<file path="src/rtl/core/assert_macros.svh">
// Assertion macros shared by the RTL of the compensation unit.
`ifndef ASSERT_MACROS_SVH
`define ASSERT_MACROS_SVH

// Checked on every rising clock edge outside reset.
`define ESCU_ASSERT(lbl, prop, msg) \
  lbl: assert property (@(posedge clk_i) disable iff (!rst_ni) prop) else $error(msg);

// Checked on every rising clock edge, during reset as well.
`define ESCU_ASSERT_RST(lbl, prop, msg) \
  lbl: assert property (@(posedge clk_i) prop) else $error(msg);

`endif

</file>
<file path="src/rtl/core/escu_pkg.sv">
// Shared types, constants and helper functions of the compensation unit.
package escu_pkg;

  // Field widths of a transfer.
  localparam int RAW_T_W = 20;
  localparam int RAW_P_W = 20;
  localparam int RAW_H_W = 16;
  localparam int TEMP_W  = 24;
  localparam int PRESS_W = 26;
  localparam int HUM_W   = 17;
  localparam int IN_TDATA_W  = 56;
  localparam int OUT_TDATA_W = 72;

  // Configuration port.
  localparam int CFG_IDX_W  = 3;
  localparam int CFG_DATA_W = 64;

  typedef enum logic [CFG_IDX_W-1:0] {
    CFG_TEMP     = 3'd0,
    CFG_PRESS_LO = 3'd1,
    CFG_PRESS_HI = 3'd2,
    CFG_MIXED    = 3'd3,
    CFG_HUMID    = 3'd4
  } cfg_idx_e;

  // Compensation constants.
  localparam int TC_SCALE      = 5;
  localparam int TC_ROUND      = 128;
  localparam int FINE_P_OFFSET = 128000;
  localparam int PRESS_BASE    = 1048576;
  localparam int PRESS_SCALE   = 3125;
  localparam int FINE_H_OFFSET = 76800;
  localparam int H_ROUND_U     = 16384;
  localparam int H_W_BIAS      = 32768;
  localparam int H_W_OFFSET    = 2097152;
  localparam int H_ROUND_W     = 8192;
  localparam int HUM_CAP       = 419430400;
  localparam int PRESS_MAX     = 67108863;
  localparam logic [63:0] PRESS_BIAS = 64'h0000_8000_0000_0000;

  // Pipeline geometry.
  localparam int DIV_W         = 31;
  localparam int DIVIDEND_W    = 64;
  localparam int DIV_BITS      = 4;
  localparam int DIV_STAGES    = DIVIDEND_W / DIV_BITS;
  localparam int FRONT_STAGES  = 6;
  localparam int PRESS_STAGES  = 12 + DIV_STAGES;
  localparam int HUM_STAGES    = 6;
  localparam int HUM_DELAY     = PRESS_STAGES - HUM_STAGES;
  localparam int PIPE_DEPTH    = FRONT_STAGES + PRESS_STAGES;

  // Unpacked trimming coefficients; signed ones are read through $signed.
  typedef struct packed {
    logic [15:0] t1;
    logic [15:0] t2;
    logic [15:0] t3;
    logic [15:0] p1;
    logic [15:0] p2;
    logic [15:0] p3;
    logic [15:0] p4;
    logic [15:0] p5;
    logic [15:0] p6;
    logic [15:0] p7;
    logic [15:0] p8;
    logic [15:0] p9;
    logic [7:0]  h1;
    logic [15:0] h2;
    logic [7:0]  h3;
    logic [11:0] h4;
    logic [11:0] h5;
    logic [7:0]  h6;
  } coef_t;

  // Hand-over from the temperature front end to the pressure and humidity paths.
  typedef struct packed {
    logic [TEMP_W-1:0]  tc;
    logic [32:0]        v1;
    logic [31:0]        hv;
    logic [RAW_P_W-1:0] adc_p;
    logic [RAW_H_W-1:0] adc_h;
  } front_t;

  // One stage of the restoring divider.
  typedef struct packed {
    logic [DIV_W-1:0]      rem;
    logic [DIVIDEND_W-1:0] dq;
    logic [DIV_W-1:0]      md;
    logic                  neg;
    logic                  inv;
  } div_st_t;

  function automatic coef_t unpack_coefs(input logic [47:0] temp_r,
                                         input logic [63:0] plo_r,
                                         input logic [63:0] phi_r,
                                         input logic [47:0] mix_r,
                                         input logic [31:0] hum_r);
    coef_t c;
    c.t1 = temp_r[15:0];
    c.t2 = temp_r[31:16];
    c.t3 = temp_r[47:32];
    c.p1 = plo_r[15:0];
    c.p2 = plo_r[31:16];
    c.p3 = plo_r[47:32];
    c.p4 = plo_r[63:48];
    c.p5 = phi_r[15:0];
    c.p6 = phi_r[31:16];
    c.p7 = phi_r[47:32];
    c.p8 = phi_r[63:48];
    c.p9 = mix_r[15:0];
    c.h1 = mix_r[23:16];
    c.h2 = mix_r[39:24];
    c.h3 = mix_r[47:40];
    c.h4 = hum_r[11:0];
    c.h5 = hum_r[23:12];
    c.h6 = hum_r[31:24];
    return c;
  endfunction

  // DIV_BITS quotient bits of an unsigned restoring division.
  function automatic div_st_t div_step(input div_st_t cur);
    div_st_t     nxt;
    logic [DIV_W:0] trial;
    nxt = cur;
    for (int k = 0; k < DIV_BITS; k++) begin
      trial  = {nxt.rem, nxt.dq[DIVIDEND_W-1]};
      nxt.dq = {nxt.dq[DIVIDEND_W-2:0], 1'b0};
      if (trial >= {1'b0, nxt.md}) begin
        trial     = trial - {1'b0, nxt.md};
        nxt.dq[0] = 1'b1;
      end
      nxt.rem = trial[DIV_W-1:0];
    end
    return nxt;
  endfunction

endpackage

</file>
<file path="src/rtl/core/escu_front.sv">
// Temperature compensation front end producing the fine temperature terms.
module escu_front (
  input  logic                         clk_i,
  input  logic                         en_i,
  input  logic [escu_pkg::RAW_T_W-1:0] raw_t_i,
  input  logic [escu_pkg::RAW_P_W-1:0] raw_p_i,
  input  logic [escu_pkg::RAW_H_W-1:0] raw_h_i,
  input  escu_pkg::coef_t              coef_i,
  output escu_pkg::front_t             fr_o
);

  typedef struct packed {
    logic [escu_pkg::RAW_P_W-1:0] adc_p;
    logic [escu_pkg::RAW_H_W-1:0] adc_h;
  } side_t;

  logic [escu_pkg::RAW_T_W-1:0] adc_t_q;
  side_t                         side_q [5];
  logic signed [17:0]            x1_q, x1_d;
  logic signed [16:0]            x2_q, x2_d;
  logic [31:0]                   prod1_q, sq_q;
  logic signed [33:0]            prod1_full, sq_full;
  logic signed [31:0]            a1_q, a1_d, b_q;
  logic signed [31:0]            sqs;
  logic signed [35:0]            b_full;
  logic signed [31:0]            fine_q, fine_d, a2;
  logic [31:0]                   tc_sum;
  escu_pkg::front_t              fr_q, fr_d;

  always_comb begin
    x1_d = $signed({1'b0, adc_t_q[19:3]}) - $signed({1'b0, coef_i.t1, 1'b0});
    x2_d = $signed({1'b0, adc_t_q[19:4]}) - $signed({1'b0, coef_i.t1});
    prod1_full = x1_q * $signed(coef_i.t2);
    sq_full    = x2_q * x2_q;
    a1_d   = $signed(prod1_q) >>> 11;
    sqs    = $signed(sq_q) >>> 12;
    b_full = $signed(sqs[19:0]) * $signed(coef_i.t3);
    a2     = b_q >>> 14;
    fine_d = a1_q + a2;
    tc_sum = fine_q * 32'(escu_pkg::TC_SCALE) + 32'(escu_pkg::TC_ROUND);
    fr_d.tc    = tc_sum[31:8];
    fr_d.v1    = {fine_q[31], fine_q} - 33'(escu_pkg::FINE_P_OFFSET);
    fr_d.hv    = fine_q - 32'(escu_pkg::FINE_H_OFFSET);
    fr_d.adc_p = side_q[4].adc_p;
    fr_d.adc_h = side_q[4].adc_h;
  end

  always_ff @(posedge clk_i) begin
    if (en_i) begin
      adc_t_q   <= raw_t_i;
      side_q[0] <= '{adc_p: raw_p_i, adc_h: raw_h_i};
      for (int s = 1; s < 5; s++) begin
        side_q[s] <= side_q[s-1];
      end
      x1_q    <= x1_d;
      x2_q    <= x2_d;
      prod1_q <= prod1_full[31:0];
      sq_q    <= sq_full[31:0];
      a1_q    <= a1_d;
      b_q     <= b_full[31:0];
      fine_q  <= fine_d;
      fr_q    <= fr_d;
    end
  end

  assign fr_o = fr_q;

endmodule

</file>
<file path="config.mk">
export PLATFORM = sky130hd
export DESIGN_NAME = escu_front
export DESIGN_NICKNAME = d
export VERILOG_FILES = /design/src/rtl/core/assert_macros.svh /design/src/rtl/core/escu_pkg.sv /design/src/rtl/core/escu_front.sv
export SDC_FILE = /design/constraint.sdc
export NUM_CORES = 2
export LEC_CHECK = 0
export BUFFER_PORTS_ARGS = -buffer_cell sky130_fd_sc_hd__buf_2
export CORE_MARGIN = 3
export CORE_UTILIZATION = 65
export CTS_BUF_LIST = sky130_fd_sc_hd__clkbuf_8
export CTS_CLUSTER_DIAMETER = 120
export CTS_CLUSTER_SIZE = 14
export DETAILED_ROUTE_END_ITERATION = 12
export GPL_ROUTABILITY_DRIVEN = 0
export GPL_TIMING_DRIVEN = 0
export PLACE_DENSITY_LB_ADDON = 0.08
export SKIP_CTS_REPAIR_TIMING = 1
export SLEW_MARGIN = 30
export SYNTH_ARGS = -nofsm -noshare
export SYNTH_HDL_FRONTEND = slang
export SYNTH_SLANG_ARGS = --single-unit
</file>
<file path="constraint.sdc">
create_clock -name clk_i -period 12.7 [get_ports clk_i]
set_input_delay 1.905 -clock clk_i [delete_from_list [all_inputs] [get_ports clk_i]]
set_output_delay 1.905 -clock clk_i [all_outputs]
set_load 0.03 [all_outputs]
</file>
## Yosys cells after proc, flatten, opt, wreduce, memory -nomap -nowiden

Memory sizes are Yosys's and may differ from the RTL's. A register that Yosys moved wholly into a read port is not among the register bits.
Cells that the tools add are included.

- Input bits: 314
- Memories: 1
- Memory bits (writable): 180
- Word-level logic and storage cells: 24
- Register bits: 283
- Output and inout port bits: 125

- $mul: 4
- Multiplexer cells: 2
- $add $sub $neg: 6

Memory list:

| memory | words | width | rd ports | clocked after memory_dff | write ports | RTL line | text |
|---|---|---|---|---|---|---|---|
| side_q | 5 | 36 | 5 | 1 | 5 | escu_front.sv:18 | `side_t side_q [5];` |

Operator list:

| operator | number |
|---|---|
| 22-bit by 18-bit subtractor with 23-bit output (second input constant) | 2 |
| 32-bit by 9-bit adder with 32-bit output (second input constant) | 1 |
| 17-bit by 17-bit multiplier with 32-bit output | 1 |
| 18-bit by 16-bit multiplier with 32-bit output | 1 |
| 20-bit by 16-bit multiplier with 32-bit output | 1 |
| 22-bit by 4-bit multiplier with 26-bit output (second input constant) | 1 |
| 21-bit by 18-bit adder with 22-bit output | 1 |
| 17-bit by 17-bit subtractor with 18-bit output | 1 |
| 16-bit by 16-bit subtractor with 17-bit output | 1 |
| 1-bit 2-to-1 mux | 2 |

## Depth between registers and ports, before layout

- Depth after elaboration: 2
- Gate-level depth with buffers: 26
- Mapped depth without buffers: 24

## Worst setup path after synthesis

OpenSTA, ideal clock, no wires.

- Path type: input -> register
- Start point: input coef_i[233] in the netlist's numbering
- End point: register prod1_q[30], data pin
- Buffers on the path: 2
- Slack: 4.867 ns
- Setup time: 0.268 ns
- Data arrival time: 7.564 ns
- Cell stages on the path: 23
- Required time: 12.432 ns
- Cell sequence: clkbuf_1 -> clkbuf_1 -> nand2_1 -> fa_1 -> inv_1 -> fa_1 -> inv_1 -> fa_1 -> inv_1 -> fa_1 -> fa_1 -> inv_1 -> fa_1 -> inv_1 -> ha_1 -> a21o_1 -> a221o_1 -> a21o_1 -> o41a_1 -> a31oi_1 -> or3_1 -> a311o_1 -> o311ai_1

- Cells in the longest elaborated chain, start to end: 1

Ends and longest elaborated chain:

| item | RTL line | text |
|---|---|---|
| start, declared | escu_front.sv:8 | `input escu_pkg::coef_t coef_i,` |
| 18-bit by 16-bit multiplier with 32-bit output | escu_front.sv:33 | `prod1_full = x1_q * $signed(coef_i.t2);` |
| named net prod1_full[30] | escu_front.sv:22 | `logic signed [33:0] prod1_full, sq_full;` |
| end signal, assigned | escu_front.sv:57 | `prod1_q <= prod1_full[31:0];` |
| end, declared | escu_front.sv:21 | `logic [31:0] prod1_q, sq_q;` |

The timed path passes the listed nets, and every way through them passes these cells.
A chain may end at the register's enable or synchronous reset.

## Final worst setup path

- Start point: input coef_i[225] in the netlist's numbering
- End point: register prod1_q[30], data pin

The elaborated chain is that of the path after synthesis.

==> impl_metrics.prom <==
# TYPE chip_impl_metric gauge
chip_impl_info{name="worst_hold_path_type",value="flop to flop"} 1
chip_impl_metric{name="first_iter_violations",unit=""} 1961
chip_impl_metric{name="final_count_of_hold_timing_violations",unit=""} 0
chip_impl_metric{name="gr-usage-met3",unit="%"} 6.97
chip_impl_metric{name="cts_inserted_buffers",unit=""} 37
chip_impl_metric{name="synth_top_cell_area_share",unit="%"} 35.6
chip_impl_metric{name="synthToLayoutAreaGrowth",unit="%"} 6.40
chip_impl_metric{name="final.min_clock_period",unit="ps"} 8470
chip_impl_metric{name="worst_setup_hold_path_clk_slew",unit="ps"} 90
chip_impl_info{name="synthMostInstantiatedCell",value="sky130_fd_sc_hd__inv_1"} 1
chip_impl_metric{name="cp_max_fo",unit=""} 10
chip_impl_metric{name="fp.dieArea",unit="um2"} 73800
chip_impl_metric{name="timing.critical_path.required",unit="ps"} 13120
chip_impl_metric{name="groute.layer.met1.usage",unit="%"} 36.9
chip_impl_metric{name="drv_cap",unit=""} 0
chip_impl_metric{name="post-place-cells",unit=""} 5342
chip_impl_metric{name="syn_area",unit="um2"} 45900
chip_impl_metric{name="postSynthRegisterBits",unit=""} 412
chip_impl_metric{name="final.period_utilization",unit="%"} 66.7
chip_impl_metric{name="postSynthAreaPerCell",unit="um2"} 10.9
chip_impl_info{name="run_status",value="finished, final reports clean"} 1
chip_impl_metric{name="yosys.cell_types.count",unit=""} 81
chip_impl_metric{name="pin_count_of_the_biggest_net_entering_global_routing",unit=""} 100
chip_impl_info{name="timing.critical_path.cells",value="buf_2 -> clkbuf_1 -> nand2_1 -> fa_1 -> fa_1 -> fa_1 -> fa_1 -> inv_1 -> fa_1 -> fa_1 -> ha_1 -> o21ai_0 -> a21oi_1 -> o21ai_0 -> nor3b_1 -> o41a_1 -> a31oi_1 -> or3_1 -> nand3_1 -> o311ai_1"} 1
chip_impl_metric{name="vias_per_cell",unit=""} 5.40
chip_impl_info{name="clock_tree_from_tritoncts",value="built"} 1
chip_impl_metric{name="die-width",unit="um"} 272
chip_impl_info{name="synthTopCellsByArea",value="sky130_fd_sc_hd__fa_1 36%, sky130_fd_sc_hd__edfxtp_1 27%, sky130_fd_sc_hd__ha_1 8.9%"} 1
chip_impl_info{name="synth_top_area_cell",value="sky130_fd_sc_hd__fa_1"} 1
chip_impl_metric{name="yosysWarningCount",unit=""} 0
chip_impl_metric{name="asyncSetResetFlopFracSynth",unit="%"} 0
chip_impl_metric{name="first_pass_grt_wire_length",unit="um"} 163000
chip_impl_metric{name="h-tree-depth",unit=""} 2
chip_impl_metric{name="place_hpwl",unit="um"} 83000
chip_impl_metric{name="ctsLongestPathBuffers",unit=""} 3
chip_impl_metric{name="worst_slew_pin_slew",unit="ps"} 1010
chip_impl_metric{name="nFillCells",unit=""} 5231
chip_impl_info{name="cp_top_family",value="adder cells"} 1
chip_impl_metric{name="synth-xor-area-share",unit="%"} 3.63
chip_impl_metric{name="numClockSinks",unit=""} 412
chip_impl_info{name="r2r-end",value="prod1_q[30]"} 1
chip_impl_info{name="gr-max-usage-layer",value="met2"} 1
chip_impl_metric{name="worst_clock_skew",unit="ps"} 60.0
chip_impl_metric{name="buffers_on_ports",unit=""} 211
chip_impl_metric{name="fin_ws",unit="ps"} 4230
chip_impl_info{name="critical_path.reg2reg.startpoint",value="x1_q[9]"} 1
chip_impl_metric{name="final_layout_size_suffix_gt1_share",unit="%"} 7.14
chip_impl_metric{name="timing.critical_path.arrival",unit="ps"} 8890
chip_impl_metric{name="report.final.slew_viol_count",unit=""} 0
chip_impl_metric{name="regToRegSetupSlack",unit="ps"} 4440
chip_impl_metric{name="critical_path_cell_count",unit=""} 20
chip_impl_metric{name="num_vias",unit=""} 29100
chip_impl_metric{name="initial_utilization",unit="%"} 66.2
chip_impl_metric{name="final_wirelength",unit="um"} 101000
chip_impl_metric{name="fin_setup_tns",unit="ps"} 0
chip_impl_info{name="clockRootBuffer",value="sky130_fd_sc_hd__clkbuf_8"} 1
chip_impl_info{name="synthTopCellsByCount",value="994 x sky130_fd_sc_hd__inv_1, 816 x sky130_fd_sc_hd__fa_1, 414 x sky130_fd_sc_hd__nand2_1, 412 x sky130_fd_sc_hd__edfxtp_1, 327 x sky130_fd_sc_hd__and2_1"} 1
chip_impl_metric{name="worst_r2r_path_depth",unit=""} 20
chip_impl_metric{name="cp_slowest_stage_delay",unit="ps"} 800
chip_impl_metric{name="gr-usage-all-layers",unit="%"} 28.6
chip_impl_info{name="synth_top_family_by_area",value="adder cells"} 1
chip_impl_metric{name="preCtsSetupSlack",unit="ps"} 3780
chip_impl_metric{name="synth_fa_ha_area_share",unit="%"} 44.5
chip_impl_metric{name="wire_per_inst",unit="um"} 18.8
chip_impl_info{name="path_common_cell",value="sky130_fd_sc_hd__fa_1"} 1
chip_impl_metric{name="final_net_count",unit=""} 5905
chip_impl_info{name="worstSetupStartpointType",value="input port"} 1
chip_impl_metric{name="sequential_element_share_of_the_synthesized_area",unit="%"} 27.0
chip_impl_metric{name="fp.coreArea",unit="um2"} 69300
chip_impl_metric{name="rows",unit=""} 96
chip_impl_metric{name="area_fraction_in_compound_gates_after_synthesis",unit="%"} 3.89
chip_impl_metric{name="clk-insertion-delay-late",unit="ps"} 650
chip_impl_metric{name="synth-simple-area-share",unit="%"} 11.2
chip_impl_metric{name="syn-num-nets",unit=""} 5651
chip_impl_metric{name="antenna_violations_before_repair",unit=""} 3
chip_impl_metric{name="timing.max_slew.rel_slack",unit="%"} 31.8
chip_impl_metric{name="yosys-mux-area-fraction",unit="%"} 0.0682
chip_impl_metric{name="max_freq",unit="MHz"} 118
chip_impl_metric{name="worst-path-buf-inv",unit=""} 3
chip_impl_metric{name="floorplan.die.height",unit="um"} 272
chip_impl_metric{name="post_layout_nonfiller_instances",unit=""} 5388
chip_impl_metric{name="synth-edff-count",unit=""} 412
chip_impl_info{name="setup.worst_path.end",value="prod1_q[30]"} 1
chip_impl_info{name="timing.critical_path.from",value="coef_i[225]"} 1
chip_impl_info{name="critical-path-slowest-cell",value="sky130_fd_sc_hd__o21ai_0"} 1
chip_impl_metric{name="antenna_violating_nets_post_route",unit=""} 0
chip_impl_metric{name="use_met2",unit="%"} 47.4
chip_impl_metric{name="syn_inst",unit=""} 4196
chip_impl_metric{name="route.detailed.drc",unit=""} 0
chip_impl_metric{name="grt-ovfl-total",unit=""} 0
chip_impl_metric{name="drt_pre_antenna_iters",unit=""} 6
chip_impl_metric{name="via_count_of_the_first_global_routing_pass",unit=""} 30500
chip_impl_info{name="crit_path_end_kind",value="flop"} 1
chip_impl_metric{name="final_core_util",unit="%"} 70.4
chip_impl_metric{name="num_io_pins",unit=""} 439
chip_impl_info{name="rsz0062_at_grt",value="false"} 1
chip_impl_info{name="synth_top_flop_cell",value="sky130_fd_sc_hd__edfxtp_1"} 1
chip_impl_metric{name="setup_viol",unit=""} 0
chip_impl_info{name="criticalPathCategory",value="input port to flop"} 1
==> stage by stage <==
step           hold WS, ps  area [um2]
2_1_floorplan          400       45900
3_3_place_gp           400       48100
3_5_place_dp           405       48200
4_1_cts                395       48800
5_1_grt                409       48800
6_report               385       48800
==> registers in the layout, summed over array words and instances (netlist names) <==
name / cells
adc_t_q: 17
x1_q: 18
side_q: 180
b_q: 18
fr_o: 95
fine_q: 22
sq_q: 20
prod1_q: 21
a1_q: 21
==> logic make-up after synthesis <==
logic type / Yosys count
multiplexers: 3
buffers and inverters: 1161
adder cells (fa/ha/maj): 1141
XOR/XNOR: 187
AO/OA/AOI/OAI: 256
AND/OR/NAND/NOR: 1036
flip-flops: 412
==> cells in the final DEF, fill, tap and decap left out, types with 6 or more instances in the layout <==
cell type                   instances
sky130_fd_sc_hd__clkbuf_8          38
sky130_fd_sc_hd__a2111oi_0          6
sky130_fd_sc_hd__nand3_1           22
sky130_fd_sc_hd__xnor2_1          143
sky130_fd_sc_hd__o31ai_1            6
sky130_fd_sc_hd__a221oi_1           6
sky130_fd_sc_hd__buf_4             30
sky130_fd_sc_hd__a21boi_0           6
sky130_fd_sc_hd__ha_1             325
sky130_fd_sc_hd__clkbuf_1         129
sky130_fd_sc_hd__nor2_1           127
sky130_fd_sc_hd__fa_1             816
sky130_fd_sc_hd__xor2_1            41
sky130_fd_sc_hd__o2111ai_1          6
sky130_fd_sc_hd__o211ai_1           6
sky130_fd_sc_hd__o21ai_1            6
sky130_fd_sc_hd__nor3_1            34
sky130_fd_sc_hd__a31oi_1            7
sky130_fd_sc_hd__inv_1            996
sky130_fd_sc_hd__nand2b_1          20
sky130_fd_sc_hd__and3_1            10
sky130_fd_sc_hd__nand2_1          414
sky130_fd_sc_hd__a21oi_1           56
sky130_fd_sc_hd__o21ai_0           40
sky130_fd_sc_hd__edfxtp_1         412
sky130_fd_sc_hd__o21a_1            22
sky130_fd_sc_hd__buf_2            215
sky130_fd_sc_hd__a21o_1            34
sky130_fd_sc_hd__or3_1             11
sky130_fd_sc_hd__nor2b_1           31
sky130_fd_sc_hd__and2_1           327
sky130_fd_sc_hd__a211oi_1          12
==> worst min-delay path by stage <==
| stage | start | to | slack, ps | cells after the start |
|---|---|---|---|---|
| floorplan | prod1_q[11] | a1_q[0] | 400 | 0 |
| detailed placement | prod1_q[26] | a1_q[15] | 400 | 0 |
| global route | prod1_q[31] | a1_q[20] | 410 | 0 |
| CTS | prod1_q[31] | a1_q[20] | 400 | 0 |
| finish | prod1_q[31] | a1_q[20] | 390 | 0 |
| global placement | side_q[1][27] | side_q[2][27] | 400 | 0 |
==> area by class of cell <==
| class | instances | area, um2 | share of cell area, % |
|---|---|---|---|
| multi-input cells | 2623 | 29000 | 59.5 |
| flip-flops and latches | 412 | 12400 | 25.3 |
| inverters | 996 | 3740 | 7.66 |
| repair buffers | 215 | 1180 | 2.41 |
| well taps | 931 | 1160 | 2.39 |
| plain buffers | 165 | 738 | 1.51 |
| clock buffers | 38 | 523 | 1.07 |
| clock inverters | 7 | 71.3 | 0.146 |
| diodes | 1 | 2.50 | 0.00513 |
==> routing by layer <==
layer,up-vias,wire length [um]
met5,-,13
met4,2,4140
met3,219,9220
met2,1096,48500
met1,14500,39200
li1,13300,-
Power is left out: the tool's default activity adds up to more than one toggle a clock period on the data nets, which glitch-free logic cannot reach.
