[config.mk]
export PLATFORM = sky130hd
export DESIGN_NAME = escu_cfg
export DESIGN_NICKNAME = d
export VERILOG_FILES = /design/src/rtl/core/assert_macros.svh /design/src/rtl/core/escu_pkg.sv /design/src/rtl/core/escu_cfg.sv
export SDC_FILE = /design/constraint.sdc
export NUM_CORES = 1
export LEC_CHECK = 0
export ABC_AREA = 0
export BUFFER_PORTS_ARGS = -buffer_cell sky130_fd_sc_hd__buf_2
export CORE_MARGIN = 8
export CORE_UTILIZATION = 45
export DETAILED_ROUTE_END_ITERATION = 16
export PLACE_DENSITY = 0.73
export REMOVE_ABC_BUFFERS = 1
export SYNTH_ARGS = -nofsm -noshare
export SYNTH_HDL_FRONTEND = slang
export SYNTH_SLANG_ARGS = --single-unit
export TNS_END_PERCENT = 10
[constraint.sdc]
create_clock -name clk_i -period 1.48 [get_ports clk_i]
set_input_delay 0.296 -clock clk_i [delete_from_list [all_inputs] [get_ports clk_i]]
set_output_delay 0.296 -clock clk_i [all_outputs]
set_load 0.05 [all_outputs]
[src/rtl/core/assert_macros.svh]
// Assertion macros shared by the RTL of the compensation unit.
`ifndef ASSERT_MACROS_SVH
`define ASSERT_MACROS_SVH

// Checked on every rising clock edge outside reset.
`define ESCU_ASSERT(lbl, prop, msg) \
  lbl: assert property (@(posedge clk_i) disable iff (!rst_ni) prop) else $error(msg);

// Checked on every rising clock edge, during reset as well.
`define ESCU_ASSERT_RST(lbl, prop, msg) \
  lbl: assert property (@(posedge clk_i) prop) else $error(msg);

`endif

[src/rtl/core/escu_pkg.sv]
// Shared types, constants and helper functions of the compensation unit.
package escu_pkg;

  // Field widths of a transfer.
  localparam int RAW_T_W = 20;
  localparam int RAW_P_W = 20;
  localparam int RAW_H_W = 16;
  localparam int TEMP_W  = 24;
  localparam int PRESS_W = 26;
  localparam int HUM_W   = 17;
  localparam int IN_TDATA_W  = 56;
  localparam int OUT_TDATA_W = 72;

  // Configuration port.
  localparam int CFG_IDX_W  = 3;
  localparam int CFG_DATA_W = 64;

  typedef enum logic [CFG_IDX_W-1:0] {
    CFG_TEMP     = 3'd0,
    CFG_PRESS_LO = 3'd1,
    CFG_PRESS_HI = 3'd2,
    CFG_MIXED    = 3'd3,
    CFG_HUMID    = 3'd4
  } cfg_idx_e;

  // Compensation constants.
  localparam int TC_SCALE      = 5;
  localparam int TC_ROUND      = 128;
  localparam int FINE_P_OFFSET = 128000;
  localparam int PRESS_BASE    = 1048576;
  localparam int PRESS_SCALE   = 3125;
  localparam int FINE_H_OFFSET = 76800;
  localparam int H_ROUND_U     = 16384;
  localparam int H_W_BIAS      = 32768;
  localparam int H_W_OFFSET    = 2097152;
  localparam int H_ROUND_W     = 8192;
  localparam int HUM_CAP       = 419430400;
  localparam int PRESS_MAX     = 67108863;
  localparam logic [63:0] PRESS_BIAS = 64'h0000_8000_0000_0000;

  // Pipeline geometry.
  localparam int DIV_W         = 31;
  localparam int DIVIDEND_W    = 64;
  localparam int DIV_BITS      = 4;
  localparam int DIV_STAGES    = DIVIDEND_W / DIV_BITS;
  localparam int FRONT_STAGES  = 6;
  localparam int PRESS_STAGES  = 12 + DIV_STAGES;
  localparam int HUM_STAGES    = 6;
  localparam int HUM_DELAY     = PRESS_STAGES - HUM_STAGES;
  localparam int PIPE_DEPTH    = FRONT_STAGES + PRESS_STAGES;

  // Unpacked trimming coefficients; signed ones are read through $signed.
  typedef struct packed {
    logic [15:0] t1;
    logic [15:0] t2;
    logic [15:0] t3;
    logic [15:0] p1;
    logic [15:0] p2;
    logic [15:0] p3;
    logic [15:0] p4;
    logic [15:0] p5;
    logic [15:0] p6;
    logic [15:0] p7;
    logic [15:0] p8;
    logic [15:0] p9;
    logic [7:0]  h1;
    logic [15:0] h2;
    logic [7:0]  h3;
    logic [11:0] h4;
    logic [11:0] h5;
    logic [7:0]  h6;
  } coef_t;

  // Hand-over from the temperature front end to the pressure and humidity paths.
  typedef struct packed {
    logic [TEMP_W-1:0]  tc;
    logic [32:0]        v1;
    logic [31:0]        hv;
    logic [RAW_P_W-1:0] adc_p;
    logic [RAW_H_W-1:0] adc_h;
  } front_t;

  // One stage of the restoring divider.
  typedef struct packed {
    logic [DIV_W-1:0]      rem;
    logic [DIVIDEND_W-1:0] dq;
    logic [DIV_W-1:0]      md;
    logic                  neg;
    logic                  inv;
  } div_st_t;

  function automatic coef_t unpack_coefs(input logic [47:0] temp_r,
                                         input logic [63:0] plo_r,
                                         input logic [63:0] phi_r,
                                         input logic [47:0] mix_r,
                                         input logic [31:0] hum_r);
    coef_t c;
    c.t1 = temp_r[15:0];
    c.t2 = temp_r[31:16];
    c.t3 = temp_r[47:32];
    c.p1 = plo_r[15:0];
    c.p2 = plo_r[31:16];
    c.p3 = plo_r[47:32];
    c.p4 = plo_r[63:48];
    c.p5 = phi_r[15:0];
    c.p6 = phi_r[31:16];
    c.p7 = phi_r[47:32];
    c.p8 = phi_r[63:48];
    c.p9 = mix_r[15:0];
    c.h1 = mix_r[23:16];
    c.h2 = mix_r[39:24];
    c.h3 = mix_r[47:40];
    c.h4 = hum_r[11:0];
    c.h5 = hum_r[23:12];
    c.h6 = hum_r[31:24];
    return c;
  endfunction

  // DIV_BITS quotient bits of an unsigned restoring division.
  function automatic div_st_t div_step(input div_st_t cur);
    div_st_t     nxt;
    logic [DIV_W:0] trial;
    nxt = cur;
    for (int k = 0; k < DIV_BITS; k++) begin
      trial  = {nxt.rem, nxt.dq[DIVIDEND_W-1]};
      nxt.dq = {nxt.dq[DIVIDEND_W-2:0], 1'b0};
      if (trial >= {1'b0, nxt.md}) begin
        trial     = trial - {1'b0, nxt.md};
        nxt.dq[0] = 1'b1;
      end
      nxt.rem = trial[DIV_W-1:0];
    end
    return nxt;
  endfunction

endpackage

[src/rtl/core/escu_cfg.sv]
// Trimming coefficient registers and their unpacking.
module escu_cfg (
  input  logic                           clk_i,
  input  logic                           rst_ni,
  input  logic                           cfg_we_i,
  input  logic [escu_pkg::CFG_IDX_W-1:0]  cfg_idx_i,
  input  logic [escu_pkg::CFG_DATA_W-1:0] cfg_wdata_i,
  output escu_pkg::coef_t                coef_o
);

  logic [47:0] temp_q;
  logic [63:0] plo_q;
  logic [63:0] phi_q;
  logic [47:0] mix_q;
  logic [31:0] hum_q;

  always_ff @(posedge clk_i or negedge rst_ni) begin
    if (!rst_ni) begin
      temp_q <= '0;
      plo_q  <= '0;
      phi_q  <= '0;
      mix_q  <= '0;
      hum_q  <= '0;
    end else if (cfg_we_i) begin
      case (escu_pkg::cfg_idx_e'(cfg_idx_i))
        escu_pkg::CFG_TEMP:     temp_q <= cfg_wdata_i[47:0];
        escu_pkg::CFG_PRESS_LO: plo_q  <= cfg_wdata_i;
        escu_pkg::CFG_PRESS_HI: phi_q  <= cfg_wdata_i;
        escu_pkg::CFG_MIXED:    mix_q  <= cfg_wdata_i[47:0];
        escu_pkg::CFG_HUMID:    hum_q  <= cfg_wdata_i[31:0];
        default: ;
      endcase
    end
  end

  assign coef_o = escu_pkg::unpack_coefs(temp_q, plo_q, phi_q, mix_q, hum_q);

endmodule

# --- Word level (Yosys, flattened, before mapping) ---
# Index checks and enable logic that the tools add are counted.
word_totals:
  reg_bits: 256
  output_inout_bits: 256
classes:
  n_eq_ne: 4
  reduce_logical: 6
op_table:
  columns: ["op", "n"]
  rows:
  - ["AND reduction 2 bit", 5]
  - ["equality test 3 x 2 -> 1 bit, second input constant", 2]
  - ["equality test 3 x 1 -> 1 bit, second input constant", 1]
  - ["equality test 3 bit, second input constant", 1]
  - ["logical NOT 3 bit", 1]

# --- Logic depth before layout (Yosys ltp) ---
# Gate-level depths: netlist (run 1).
logic_depth:
  ltp_word: 2
  ltp_mapped: 4
  depth_no_buf: 2

# --- Least setup slack after synthesis (run 1) ---
# OpenSTA, ideal clock, no wires.
synth_path:
  path_kind: "input port to flip-flop"
  startpoint: "input port cfg_idx_i[0] (netlist bit)"
  endpoint: "register temp_q[17]"
  setup_time_ps: 125
  arrival_ps: 1283
  required_time_ps: 1355
  path_slack_ps: 72
  cell_stages: 4
  path_buffers: 2
  cell_sequence: "nor4b_2 > buf_4 > buf_6 > mux2_2"
synth_between:
  elab_chain_cells: 2
synth_rtl:
  columns: ["item", "line", "rtl"]
  rows:
  - ["from (decl)", "escu_cfg.sv:6", "input logic [escu_pkg::CFG_IDX_W-1:0] cfg_idx_i,"]
  - ["logical NOT 3 bit", "escu_cfg.sv:25", "case (escu_pkg::cfg_idx_e'(cfg_idx_i))"]
  - ["AND reduction 2 bit (no line)", null, null]
  - ["to (signal assigned)", "escu_cfg.sv:26", "escu_pkg::CFG_TEMP: temp_q <= cfg_wdata_i[47:0];"]
  - ["to (decl)", "escu_cfg.sv:11", "logic [47:0] temp_q;"]
# Every way passes these cells.
# A chain may end at the register's enable or synchronous reset.

# --- Worst setup path after layout (run 1) ---
layout_path:
  startpoint: "register phi_q[21]"
  endpoint: "output port coef_o[117] (netlist bit)"
layout_lines:
  columns: ["item", "line", "rtl"]
  rows:
  - ["from (decl)", "escu_cfg.sv:13", "logic [63:0] phi_q;"]
  - ["from (signal assigned)", "escu_cfg.sv:28", "escu_pkg::CFG_PRESS_HI: phi_q <= cfg_wdata_i;"]
  - ["to (decl)", "escu_cfg.sv:8", "output escu_pkg::coef_t coef_o"]
# No word-level cell between the ends.

==> run_summary.xml, run 1 <==
<?xml version="1.0" encoding="UTF-8"?>
<metrics>
  <group name="setup_path">
    <metric name="critical_path_class" unit="">reg2out</metric>
    <metric name="timing.critical_path.arrival" unit="ns">1.14</metric>
    <metric name="cp_startpoint_kind" unit="">register</metric>
    <metric name="crit_path_end_kind" unit="">primary output</metric>
    <metric name="highest_fanout_seen_on_the_critical_path" unit="">2</metric>
    <metric name="crit_path_top_delay_cell" unit="">sky130_fd_sc_hd__dfrtp_1</metric>
    <metric name="crit_family" unit="">flip-flops</metric>
    <metric name="worstPathRequired" unit="ns">1.18</metric>
    <metric name="cp_cell_sequence" unit="">buf_2</metric>
    <metric name="timing.critical_path.slowest_cell_delay" unit="ns">0.36</metric>
    <metric name="worstPathBufferInverterCount" unit="">1</metric>
  </group>
  <group name="yosys">
    <metric name="post_synth_instance_area" unit="um2">9600</metric>
    <metric name="avgSynthCellArea" unit="um2">17.6</metric>
    <metric name="synth_most_common_cell" unit="">sky130_fd_sc_hd__dfrtp_1</metric>
    <metric name="synth_cell_types" unit="">11</metric>
    <metric name="synth_enable_flop_cells" unit="">0</metric>
    <metric name="synth-main-ff-cell" unit="">sky130_fd_sc_hd__dfrtp_1</metric>
    <metric name="ys_warn_count" unit="">0</metric>
    <metric name="syn-instance-count" unit="">545</metric>
    <metric name="yosys_register_bits" unit="">256</metric>
    <metric name="seq_area_frac_synth" unit="%">66.8</metric>
    <metric name="share_of_flip_flops_with_an_asynchronous_set_or_reset" unit="%">100</metric>
    <metric name="synthDominantAreaCellType" unit="">sky130_fd_sc_hd__dfrtp_1</metric>
    <metric name="synth_top_cells_by_count" unit="">sky130_fd_sc_hd__dfrtp_1, sky130_fd_sc_hd__mux2_2, sky130_fd_sc_hd__buf_6</metric>
    <metric name="ys_top_cells_by_area" unit="">sky130_fd_sc_hd__dfrtp_1, sky130_fd_sc_hd__mux2_2, sky130_fd_sc_hd__buf_6</metric>
    <metric name="post-synth-top-area-fraction" unit="%">66.8</metric>
  </group>
  <group name="timing">
    <metric name="max_slew_headroom" unit="%">74.8</metric>
    <metric name="final.setup.tns" unit="ns">0</metric>
    <metric name="fin_hold_viols" unit="">0</metric>
    <metric name="clock.fmax" unit="GHz">0.695</metric>
    <metric name="slew_violations" unit="">0</metric>
    <metric name="finalWorstPathRequiredPeriod" unit="ns">1.44</metric>
    <metric name="setup_clock_skew_after_layout" unit="ns">0</metric>
    <metric name="setup_violations" unit="">0</metric>
    <metric name="final_min_period_over_clock_period" unit="%">97.2</metric>
    <metric name="max_slew.worst_pin.slew" unit="ns">0.378</metric>
  </group>
  <group name="clock_network">
    <metric name="clock_latency_of_the_later_clocked_register_in_the_worst_skew_pair" unit="ns">0.51</metric>
    <metric name="clk_path_buf_depth" unit="">3</metric>
    <metric name="h-tree-depth" unit="">1</metric>
    <metric name="tritoncts_num_sinks" unit="">256</metric>
    <metric name="cts_buffers" unit="">27</metric>
    <metric name="tritoncts" unit="">built</metric>
    <metric name="cts.clk_slew.worst_paths" unit="ns">0.06</metric>
    <metric name="root_buffer" unit="">sky130_fd_sc_hd__clkbuf_16</metric>
  </group>
  <group name="drt">
    <metric name="drtPass1Iterations" unit="">4</metric>
    <metric name="routed-via-count" unit="">5940</metric>
    <metric name="drt_iter0_markers" unit="">274</metric>
    <metric name="vias_per_cell" unit="">5.01</metric>
    <metric name="finalWirelength" unit="um">24200</metric>
    <metric name="routed_wire_length_per_instance" unit="um">20.4</metric>
    <metric name="drt.antenna.violating_nets" unit="">0</metric>
    <metric name="detail_route.drc_violations" unit="">0</metric>
  </group>
  <group name="global_route">
    <metric name="antenna_found_initial" unit="">0</metric>
    <metric name="globalRoute.totalOverflow" unit="">0</metric>
    <metric name="grt_start_max_net_pins" unit="">50</metric>
    <metric name="grt_first_pass_wirelength" unit="um">37900</metric>
    <metric name="first_global_vias" unit="">6531</metric>
    <metric name="track_usage" unit="%">18.0</metric>
  </group>
  <group name="floorplanning">
    <metric name="core_area" unit="um2">21000</metric>
    <metric name="dieWidth" unit="um">162</metric>
    <metric name="placementRows" unit="">53</metric>
    <metric name="boundaryPins" unit="">326</metric>
    <metric name="die_area" unit="um2">26300</metric>
    <metric name="die-height" unit="um">162</metric>
    <metric name="floorplan.initialDensity" unit="%">45.8</metric>
  </group>
  <group name="placed_design">
    <metric name="buffer_ports.inserted" unit="">325</metric>
    <metric name="detailedPlacementHpwl" unit="um">17800</metric>
    <metric name="gp_routability_congestion" unit="">0.745</metric>
    <metric name="post_dp_cell_area" unit="um2">11600</metric>
  </group>
  <group name="finish">
    <metric name="finish.instance_area" unit="um2">12800</metric>
    <metric name="layout.nets" unit="">962</metric>
    <metric name="share_of_final_layout_standard_cells_stronger_than_drive_strength_1" unit="%">70.7</metric>
    <metric name="synthesis_to_layout_area_growth" unit="%">33.6</metric>
    <metric name="layout_filler_cell_count" unit="">1597</metric>
    <metric name="antennaDiodeCount" unit="">0</metric>
  </group>
  <group name="hold_path">
    <metric name="hold_path.class" unit="">in2reg</metric>
  </group>
  <group name="pwr">
    <metric name="leakagePower" unit="nW">6.11</metric>
    <metric name="power-per-cell-area" unit="nW/um2">2060</metric>
    <metric name="irDropWorstVdd" unit="mV">1.29</metric>
  </group>
  <group name="job">
    <metric name="cap_viol_max_count" unit="">0</metric>
  </group>
  <group name="status">
    <metric name="status" unit="">finished, final reports clean</metric>
  </group>
</metrics>
## stage by stage
step | util [%] | hold slack [ns] | instances | total power [W] | setup WS [ns]
after floorplan | - | 0.000409 | 517 | 0.0163 | -2.57
after global placement | 55.5 | 0.223 | 1137 | 0.0188 | -0.145
after detailed placement | 55.5 | 0.219 | 1137 | 0.0190 | -0.161
after CTS | 60.4 | 0.00216 | 1185 | 0.0264 | 0.0000693
after global routing | 61.2 | 0.00430 | 1185 | 0.0274 | -0.0211
final | 61.2 | 0.0241 | 1185 | 0.0264 | 0.0413
## power breakdown
part / internal (W) / total, W / switching, W
clock network: 0.00470 / 0.00730 / 0.00260
logic: 0.00256 / 0.00966 / 0.00710
registers: 0.00855 / 0.00940 / 0.000847
total: 0.0158 / 0.0264 / 0.0105
## layer usage
metal | track usage [%] | up-vias | part of all wire (%)
li1 | - | 2640 | -
met1 | 21.2 | 3042 | 39
met2 | 30.6 | 231 | 49
met3 | 7.04 | 27 | 10
met4 | 3.87 | 0 | 1.5
met5 | 0 | - | 0
## worst paths after layout
| kind | slack (ns) | start | endpoint | cells past startpoint |
|---|---|---|---|---|
| min in group asynchronous | 0.28 | rst_ni | mix_q[21] | 2 |
| worst max register to register | 0.68 | hum_q[2] | hum_q[2] | 1 |
| max in group asynchronous | 0.53 | rst_ni | plo_q[57] | 3 |
| worst min-delay path | 0.02 | cfg_wdata_i[48] | phi_q[48] | 2 |
| worst min register to register | 0.48 | hum_q[6] | hum_q[6] | 1 |
| worst max-delay path | 0.04 | phi_q[21] | coef_o[117] | 1 |
## logic make-up (layout without fill, tap and decap cells)
logic type             after synthesis  after routing  synth area share (%)
buffers and inverters               28            393                  2.58
DFF                                256            256                  66.8
muxes                              256            256                  30.0
and+or+nand+nor                      5              5                 0.613
## what timing repair did
action,CTS,global route
hold buffers,1,0
setup endpoints to repair,14,68
hold endpoints to repair,32,0
buffers inserted,0,0
gates resized for setup,14,68
## registers in the layout, indices dropped and copies added (netlist names)
signal and flops:
phi_q 64, plo_q 64, mix_q 48, temp_q 48, hum_q 32
## final cells by class
type,instances,area [um2],share of cell area (%)
repair buffers,346,2130,16.6
multi-input cells,261,2970,23.2
clock buffers,35,736,5.74
clock inverters,12,238,1.85
flip-flops and latches,256,6410,50.0
well taps,275,344,2.68
## layout by cell type (no fill, tap or decap), types with 3 or more instances in the layout
cell / count
sky130_fd_sc_hd__dfrtp_1: 256
sky130_fd_sc_hd__mux2_2: 252
sky130_fd_sc_hd__buf_2: 242
sky130_fd_sc_hd__clkbuf_4: 68
sky130_fd_sc_hd__clkbuf_16: 27
sky130_fd_sc_hd__buf_4: 24
sky130_fd_sc_hd__buf_12: 10
sky130_fd_sc_hd__bufinv_16: 7
sky130_fd_sc_hd__clkbuf_1: 5
sky130_fd_sc_hd__mux2_1: 4
sky130_fd_sc_hd__clkinv_2: 4
sky130_fd_sc_hd__clkbuf_8: 3
Power figures use the tool's default switching activity.
==> inputs of run 2 (changes only) <==
Settings changed: CTS_BUF_LIST set to sky130_fd_sc_hd__clkbuf_8.
==> run 2 against run 1 <==
Against the previous run:
- combinational power grew 5%
- final area grew 1.8%
- setup slack gained 0.0092 ns
- maximum frequency grew 0.64%
- worst hold slack gained 0.011 ns
- via count grew 2.1%
- cell count grew 2.9%
- critical path depth is the same
- first-iteration DRC count shrank 32%
- largest cell class unchanged
==> run_summary.xml, run 2 (synthesis results as in run 1) <==
<?xml version="1.0" encoding="UTF-8"?>
<metrics>
  <group name="setup_path">
    <metric name="end_of_the_worst_register_to_register_path" unit="">phi_q[18]</metric>
    <metric name="rr_worst_depth" unit="">1</metric>
    <metric name="crit_path_top_delay_cell" unit="">sky130_fd_sc_hd__dfrtp_1</metric>
    <metric name="worstPathRequired" unit="ns">1.18</metric>
    <metric name="crit_family" unit="">flip-flops</metric>
    <metric name="critical_path_depth" unit="">1</metric>
    <metric name="cp_cell_sequence" unit="">buf_2</metric>
    <metric name="rrSetupSlack" unit="ns">0.69</metric>
    <metric name="critical_path_class" unit="">reg2out</metric>
    <metric name="crit_path_end" unit="">coef_o[5]</metric>
    <metric name="worstPathBufferInverterCount" unit="">1</metric>
    <metric name="cp_startpoint_kind" unit="">register</metric>
    <metric name="r2r-start" unit="">phi_q[18]</metric>
    <metric name="timing.critical_path.slowest_cell_delay" unit="ns">0.34</metric>
    <metric name="crit_path_from" unit="">hum_q[29]</metric>
    <metric name="highest_fanout_seen_on_the_critical_path" unit="">2</metric>
    <metric name="timing.critical_path.arrival" unit="ns">1.13</metric>
    <metric name="crit_path_end_kind" unit="">primary output</metric>
  </group>
  <group name="hold_path">
    <metric name="worst_hold_path.num_cells" unit="">2</metric>
    <metric name="hold_path.class" unit="">in2reg</metric>
  </group>
  <group name="placed_design">
    <metric name="detailedPlacementHpwl" unit="um">17800</metric>
    <metric name="buffer_ports.inserted" unit="">325</metric>
    <metric name="post_dp_cell_area" unit="um2">11600</metric>
    <metric name="gp_routability_congestion" unit="">0.745</metric>
  </group>
  <group name="pwr">
    <metric name="leakagePower" unit="nW">6.21</metric>
    <metric name="power.total" unit="W">0.0250</metric>
    <metric name="irDropWorstVdd" unit="mV">1.03</metric>
    <metric name="power-per-cell-area" unit="nW/um2">1910</metric>
  </group>
  <group name="finish">
    <metric name="synthesis_to_layout_area_growth" unit="%">36.1</metric>
    <metric name="share_of_final_layout_standard_cells_stronger_than_drive_strength_1" unit="%">69.1</metric>
    <metric name="finish.instance_area" unit="um2">13100</metric>
    <metric name="reg.largest.list" unit="">phi_q x64, plo_q x64</metric>
    <metric name="antennaDiodeCount" unit="">0</metric>
    <metric name="layout_common_cells" unit="">sky130_fd_sc_hd__dfrtp_1, sky130_fd_sc_hd__mux2_2, sky130_fd_sc_hd__clkbuf_4</metric>
    <metric name="layout.cells.most_common" unit="">sky130_fd_sc_hd__dfrtp_1</metric>
    <metric name="layout.nets" unit="">992</metric>
  </group>
  <group name="clock_network">
    <metric name="tritoncts" unit="">built</metric>
    <metric name="cts_buffers" unit="">42</metric>
    <metric name="cts.clk_slew.worst_paths" unit="ns">0.06</metric>
    <metric name="post_cts.repair.setup_buffers" unit="">0</metric>
    <metric name="clk_path_buf_depth" unit="">3</metric>
    <metric name="clock_latency_of_the_later_clocked_register_in_the_worst_skew_pair" unit="ns">0.51</metric>
    <metric name="root_buffer" unit="">sky130_fd_sc_hd__clkbuf_8</metric>
    <metric name="h-tree-depth" unit="">2</metric>
    <metric name="tritoncts_num_sinks" unit="">256</metric>
  </group>
  <group name="drt">
    <metric name="finalWirelength" unit="um">24600</metric>
    <metric name="detail_route.drc_violations" unit="">0</metric>
    <metric name="drt_iter0_markers" unit="">185</metric>
    <metric name="routed-via-count" unit="">6062</metric>
    <metric name="drtPass1Iterations" unit="">4</metric>
    <metric name="drt.antenna.violating_nets" unit="">0</metric>
    <metric name="routed_wire_length_per_instance" unit="um">20.2</metric>
    <metric name="vias_per_cell" unit="">4.97</metric>
  </group>
  <group name="global_route">
    <metric name="track_usage" unit="%">18.4</metric>
    <metric name="first_global_vias" unit="">6765</metric>
    <metric name="grt_first_pass_wirelength" unit="um">38500</metric>
    <metric name="globalRoute.totalOverflow" unit="">0</metric>
    <metric name="antenna_found_initial" unit="">0</metric>
    <metric name="grt_start_max_net_pins" unit="">50</metric>
  </group>
  <group name="floorplanning">
    <metric name="dieWidth" unit="um">162</metric>
    <metric name="die-height" unit="um">162</metric>
    <metric name="placementRows" unit="">53</metric>
    <metric name="boundaryPins" unit="">326</metric>
    <metric name="core_area" unit="um2">21000</metric>
    <metric name="floorplan.initialDensity" unit="%">45.8</metric>
    <metric name="die_area" unit="um2">26300</metric>
  </group>
  <group name="timing">
    <metric name="setup_violations" unit="">0</metric>
    <metric name="finalWorstPathRequiredPeriod" unit="ns">1.43</metric>
    <metric name="setup_clock_skew_after_layout" unit="ns">0</metric>
    <metric name="max_slew_headroom" unit="%">74.8</metric>
    <metric name="setup_repair_after_global_routing_missed_its_margin" unit="">yes</metric>
    <metric name="fin_hold_viols" unit="">0</metric>
    <metric name="clock.fmax" unit="GHz">0.700</metric>
    <metric name="final_min_period_over_clock_period" unit="%">96.6</metric>
    <metric name="slew_violations" unit="">0</metric>
    <metric name="max_slew.worst_pin.slew" unit="ns">0.378</metric>
  </group>
  <group name="job">
    <metric name="cap_viol_max_count" unit="">0</metric>
  </group>
  <group name="status">
    <metric name="status" unit="">finished, final reports clean</metric>
  </group>
</metrics>
==> run 2: changes by cell type in the layout (fill, tap and decap cells not counted), moves of 27 or more <==
cell                        delta
sky130_fd_sc_hd__clkbuf_8     +45
sky130_fd_sc_hd__buf_2       -130
sky130_fd_sc_hd__clkbuf_4     +81
sky130_fd_sc_hd__clkbuf_16    -27
sky130_fd_sc_hd__buf_4        +49
==> run 2: worst min-delay path by stage <==
stage | startpoint | to
3_5_place_dp | rst_ni | hum_q[21]
5_1_grt | cfg_wdata_i[63] | phi_q[63]
3_3_place_gp | rst_ni | mix_q[24]
6_report | cfg_wdata_i[46] | mix_q[46]
2_1_floorplan | rst_ni | hum_q[0]
4_1_cts | cfg_wdata_i[52] | phi_q[52]
==> run 2: final cells by class <==
type                       count  area [um2]
clock buffer                  48         661
clock inverter                18        73.8
fill                        1562        7900
multi-input combinational    261        2970
sequential                   256        6410
tap                          275         344
timing repair buffer         361        2600
==> run 2: routing by layer <==
layer / GRT usage [%] / part of all wire (%) / vias up
li1: - / - / 2701
met1: 20.8 / 39 / 3066
met2: 31.0 / 49 / 258
met3: 8.00 / 10 / 37
met4: 5.47 / 1.9 / 0
met5: 0 / 0 / -
==> run 2: per-stage QoR <==
| stage | setup slack [ns] | setup TNS [ns] | hold slack [ns] | instances | utilization (%) |
|---|---|---|---|---|---|
| after floorplan | -2.57 | -294.62 | 0.000409 | 517 | - |
| after global placement | -0.145 | -20.02 | 0.223 | 1137 | 55.5 |
| after detailed placement | -0.161 | -22.36 | 0.219 | 1137 | 55.5 |
| after CTS | 0.0000157 | 0 | 0.00263 | 1218 | 60.4 |
| after global routing | -0.00537 | -0.0123 | 0.00796 | 1219 | 62.3 |
| final | 0.0505 | 0 | 0.0354 | 1219 | 62.3 |
==> run 2: power by group <==
group / switching, W / total (W) / internal (W)
Combinational: 0.00711 / 0.0101 / 0.00299
Sequential: 0.000875 / 0.00943 / 0.00856
Clock: 0.00252 / 0.00543 / 0.00291
Total: 0.0105 / 0.0250 / 0.0145
==> run 2: repair_timing <==
action,CTS,global route
gates resized for setup,51,173
cloned,0,0
hold buffers,15,1
endpoints found under the hold margin,85,1
setup endpoints to repair,51,161
==> inputs of run 3 (changes only) <==
==> constraint.sdc (replaced) <==
create_clock -name clk_i -period 1.48 [get_ports clk_i]
set_input_delay 0.296 -clock clk_i [delete_from_list [all_inputs] [get_ports clk_i]]
set_output_delay 0.296 -clock clk_i [all_outputs]
set_load 0.02 [all_outputs]
==> run 3 against run 2 <==
Against the previous run:
- sequential share of layout area is 2.1 points higher
- global-route usage hardly changed
- critical path depth stayed put
- count of clock-buffer cells in the layout stayed put
- register-to-register slack hardly changed
- setup slack better by 0.040 ns
- sequential cell count stayed put
- total power is 17% lower
- clock power hardly changed
- non-clock buffer count stayed put
- via count is 0.21% lower
- critical path type unchanged
==> run_summary.xml, run 3 (synthesis results as in run 1) <==
<?xml version="1.0" encoding="UTF-8"?>
<metrics>
  <group name="timing">
    <metric name="fin_hold_viols" unit="">0</metric>
    <metric name="max_slew_headroom" unit="%">75.1</metric>
    <metric name="hold_ws" unit="ns">0.0369</metric>
    <metric name="setup_clock_skew_after_layout" unit="ns">0</metric>
    <metric name="fin_ws" unit="ns">0.0905</metric>
    <metric name="final_min_period_over_clock_period" unit="%">93.9</metric>
    <metric name="slew_violations" unit="">0</metric>
    <metric name="clock.fmax" unit="GHz">0.720</metric>
    <metric name="final.setup.tns" unit="ns">0</metric>
    <metric name="setup_violations" unit="">0</metric>
    <metric name="setup_repair_after_global_routing_missed_its_margin" unit="">no</metric>
    <metric name="max_slew.worst_pin.slew" unit="ns">0.373</metric>
    <metric name="finalWorstPathRequiredPeriod" unit="ns">1.39</metric>
  </group>
  <group name="hold_path">
    <metric name="worst_hold_path.num_cells" unit="">2</metric>
    <metric name="hold_path.class" unit="">in2reg</metric>
  </group>
  <group name="pwr">
    <metric name="leakagePower" unit="nW">6.09</metric>
    <metric name="irDropWorstVdd" unit="mV">0.843</metric>
    <metric name="power-per-cell-area" unit="nW/um2">1650</metric>
    <metric name="power.total" unit="W">0.0206</metric>
  </group>
  <group name="setup_path">
    <metric name="worstPathRequired" unit="ns">1.18</metric>
    <metric name="worstPathBufferInverterCount" unit="">1</metric>
    <metric name="critical_path_depth" unit="">1</metric>
    <metric name="highest_fanout_seen_on_the_critical_path" unit="">2</metric>
    <metric name="crit_path_end_kind" unit="">primary output</metric>
    <metric name="cp_startpoint_kind" unit="">register</metric>
    <metric name="timing.critical_path.slowest_cell_delay" unit="ns">0.41</metric>
    <metric name="crit_path_top_delay_cell" unit="">sky130_fd_sc_hd__dfrtp_1</metric>
    <metric name="crit_family" unit="">flip-flops</metric>
    <metric name="rr_worst_depth" unit="">1</metric>
    <metric name="critical_path_class" unit="">reg2out</metric>
    <metric name="cp_cell_sequence" unit="">buf_2</metric>
    <metric name="timing.critical_path.arrival" unit="ns">1.09</metric>
    <metric name="rrSetupSlack" unit="ns">0.69</metric>
  </group>
  <group name="floorplanning">
    <metric name="die_area" unit="um2">26300</metric>
    <metric name="placementRows" unit="">53</metric>
    <metric name="core_area" unit="um2">21000</metric>
    <metric name="die-height" unit="um">162</metric>
    <metric name="boundaryPins" unit="">326</metric>
    <metric name="dieWidth" unit="um">162</metric>
    <metric name="floorplan.initialDensity" unit="%">45.8</metric>
  </group>
  <group name="global_route">
    <metric name="grt_start_max_net_pins" unit="">50</metric>
    <metric name="antenna_found_initial" unit="">0</metric>
    <metric name="grt_first_pass_wirelength" unit="um">38400</metric>
    <metric name="first_global_vias" unit="">6724</metric>
    <metric name="globalRoute.totalOverflow" unit="">0</metric>
    <metric name="track_usage" unit="%">18.4</metric>
  </group>
  <group name="placed_design">
    <metric name="gp_routability_congestion" unit="">0.745</metric>
    <metric name="detailedPlacementHpwl" unit="um">17800</metric>
    <metric name="buffer_ports.inserted" unit="">325</metric>
    <metric name="place_ws" unit="ns">-0.161</metric>
  </group>
  <group name="clock_network">
    <metric name="cts.clk_slew.worst_paths" unit="ns">0.06</metric>
    <metric name="cts_buffers" unit="">42</metric>
    <metric name="tritoncts" unit="">built</metric>
    <metric name="h-tree-depth" unit="">2</metric>
    <metric name="cts-resized-gates" unit="">0</metric>
    <metric name="clk_path_buf_depth" unit="">3</metric>
    <metric name="clock_latency_of_the_later_clocked_register_in_the_worst_skew_pair" unit="ns">0.51</metric>
    <metric name="root_buffer" unit="">sky130_fd_sc_hd__clkbuf_8</metric>
    <metric name="tritoncts_num_sinks" unit="">256</metric>
  </group>
  <group name="finish">
    <metric name="synthesis_to_layout_area_growth" unit="%">30.6</metric>
    <metric name="multi_input_comb_area" unit="um2">2970</metric>
    <metric name="layout.cells.most_common" unit="">sky130_fd_sc_hd__buf_2</metric>
    <metric name="layout_filler_cell_count" unit="">1638</metric>
    <metric name="reg.largest.list" unit="">phi_q x64, plo_q x64</metric>
    <metric name="antennaDiodeCount" unit="">0</metric>
    <metric name="share_of_final_layout_standard_cells_stronger_than_drive_strength_1" unit="%">69.1</metric>
    <metric name="layout_common_cells" unit="">sky130_fd_sc_hd__buf_2, sky130_fd_sc_hd__dfrtp_1, sky130_fd_sc_hd__mux2_2</metric>
    <metric name="layout.nets" unit="">992</metric>
    <metric name="area_taken_by_flip_flops_and_latches" unit="um2">6410</metric>
  </group>
  <group name="status">
    <metric name="status" unit="">finished, final reports clean</metric>
  </group>
  <group name="drt">
    <metric name="drtPass1Iterations" unit="">4</metric>
    <metric name="routed_wire_length_per_instance" unit="um">20.0</metric>
    <metric name="met3WireLength" unit="um">2570</metric>
    <metric name="vias_per_cell" unit="">4.96</metric>
    <metric name="met2_length" unit="um">11800</metric>
    <metric name="finalWirelength" unit="um">24400</metric>
    <metric name="drt_iter0_markers" unit="">198</metric>
    <metric name="routedLengthMet1" unit="um">9510</metric>
    <metric name="routed-via-count" unit="">6049</metric>
    <metric name="detail_route.drc_violations" unit="">0</metric>
    <metric name="routed.top_layer" unit="">met4</metric>
    <metric name="drt.antenna.violating_nets" unit="">0</metric>
  </group>
  <group name="job">
    <metric name="cap_viol_max_count" unit="">0</metric>
  </group>
</metrics>
[run 3: stage by stage]
step / utilization [%] / cells / area [um2]
floorplan: - / 517 / 9350
global placement: 55.5 / 1137 / 11600
detailed placement: 55.5 / 1137 / 11600
CTS: 59.7 / 1218 / 12500
global route: 59.8 / 1219 / 12500
finish: 59.8 / 1219 / 12500
[run 3: final cells by class]
cell class	count	share of cell area (%)
Clock buffer	48	5.27
Multi-Input combinational cell	261	23.7
Sequential cell	256	51.1
Tap cell	275	2.75
Clock inverter	18	0.589
Timing Repair Buffer	361	16.5
[run 3: power breakdown]
group	internal, W	total, W	switching, W	leakage [nW]
sequential	0.00855	0.00937	0.000819	3.07
combinational	0.00234	0.00580	0.00347	2.58
clock	0.00291	0.00544	0.00253	0.433
[run 3: layer usage]
metal / up-vias / GRT usage, %
met1: 3059 / 21.0
met2: 249 / 30.6
met5: - / 0
met4: 0 / 5.60
met3: 37 / 8.05
li1: 2704 / -
[run 3: path summary, 6_finish.rpt]
check,to,start
max,coef_o[1],hum_q[25]
min,mix_q[46],cfg_wdata_i[46]
max reg2reg,mix_q[29],mix_q[29]
min reg2reg,hum_q[6],hum_q[6]
max in group asynchronous,plo_q[40],rst_ni
min in group asynchronous,mix_q[21],rst_ni
[run 3: repair_timing]
item                      CTS  global route
hold buffers               15             1
hold endpoints to repair   85             1
setup buffers               0             0
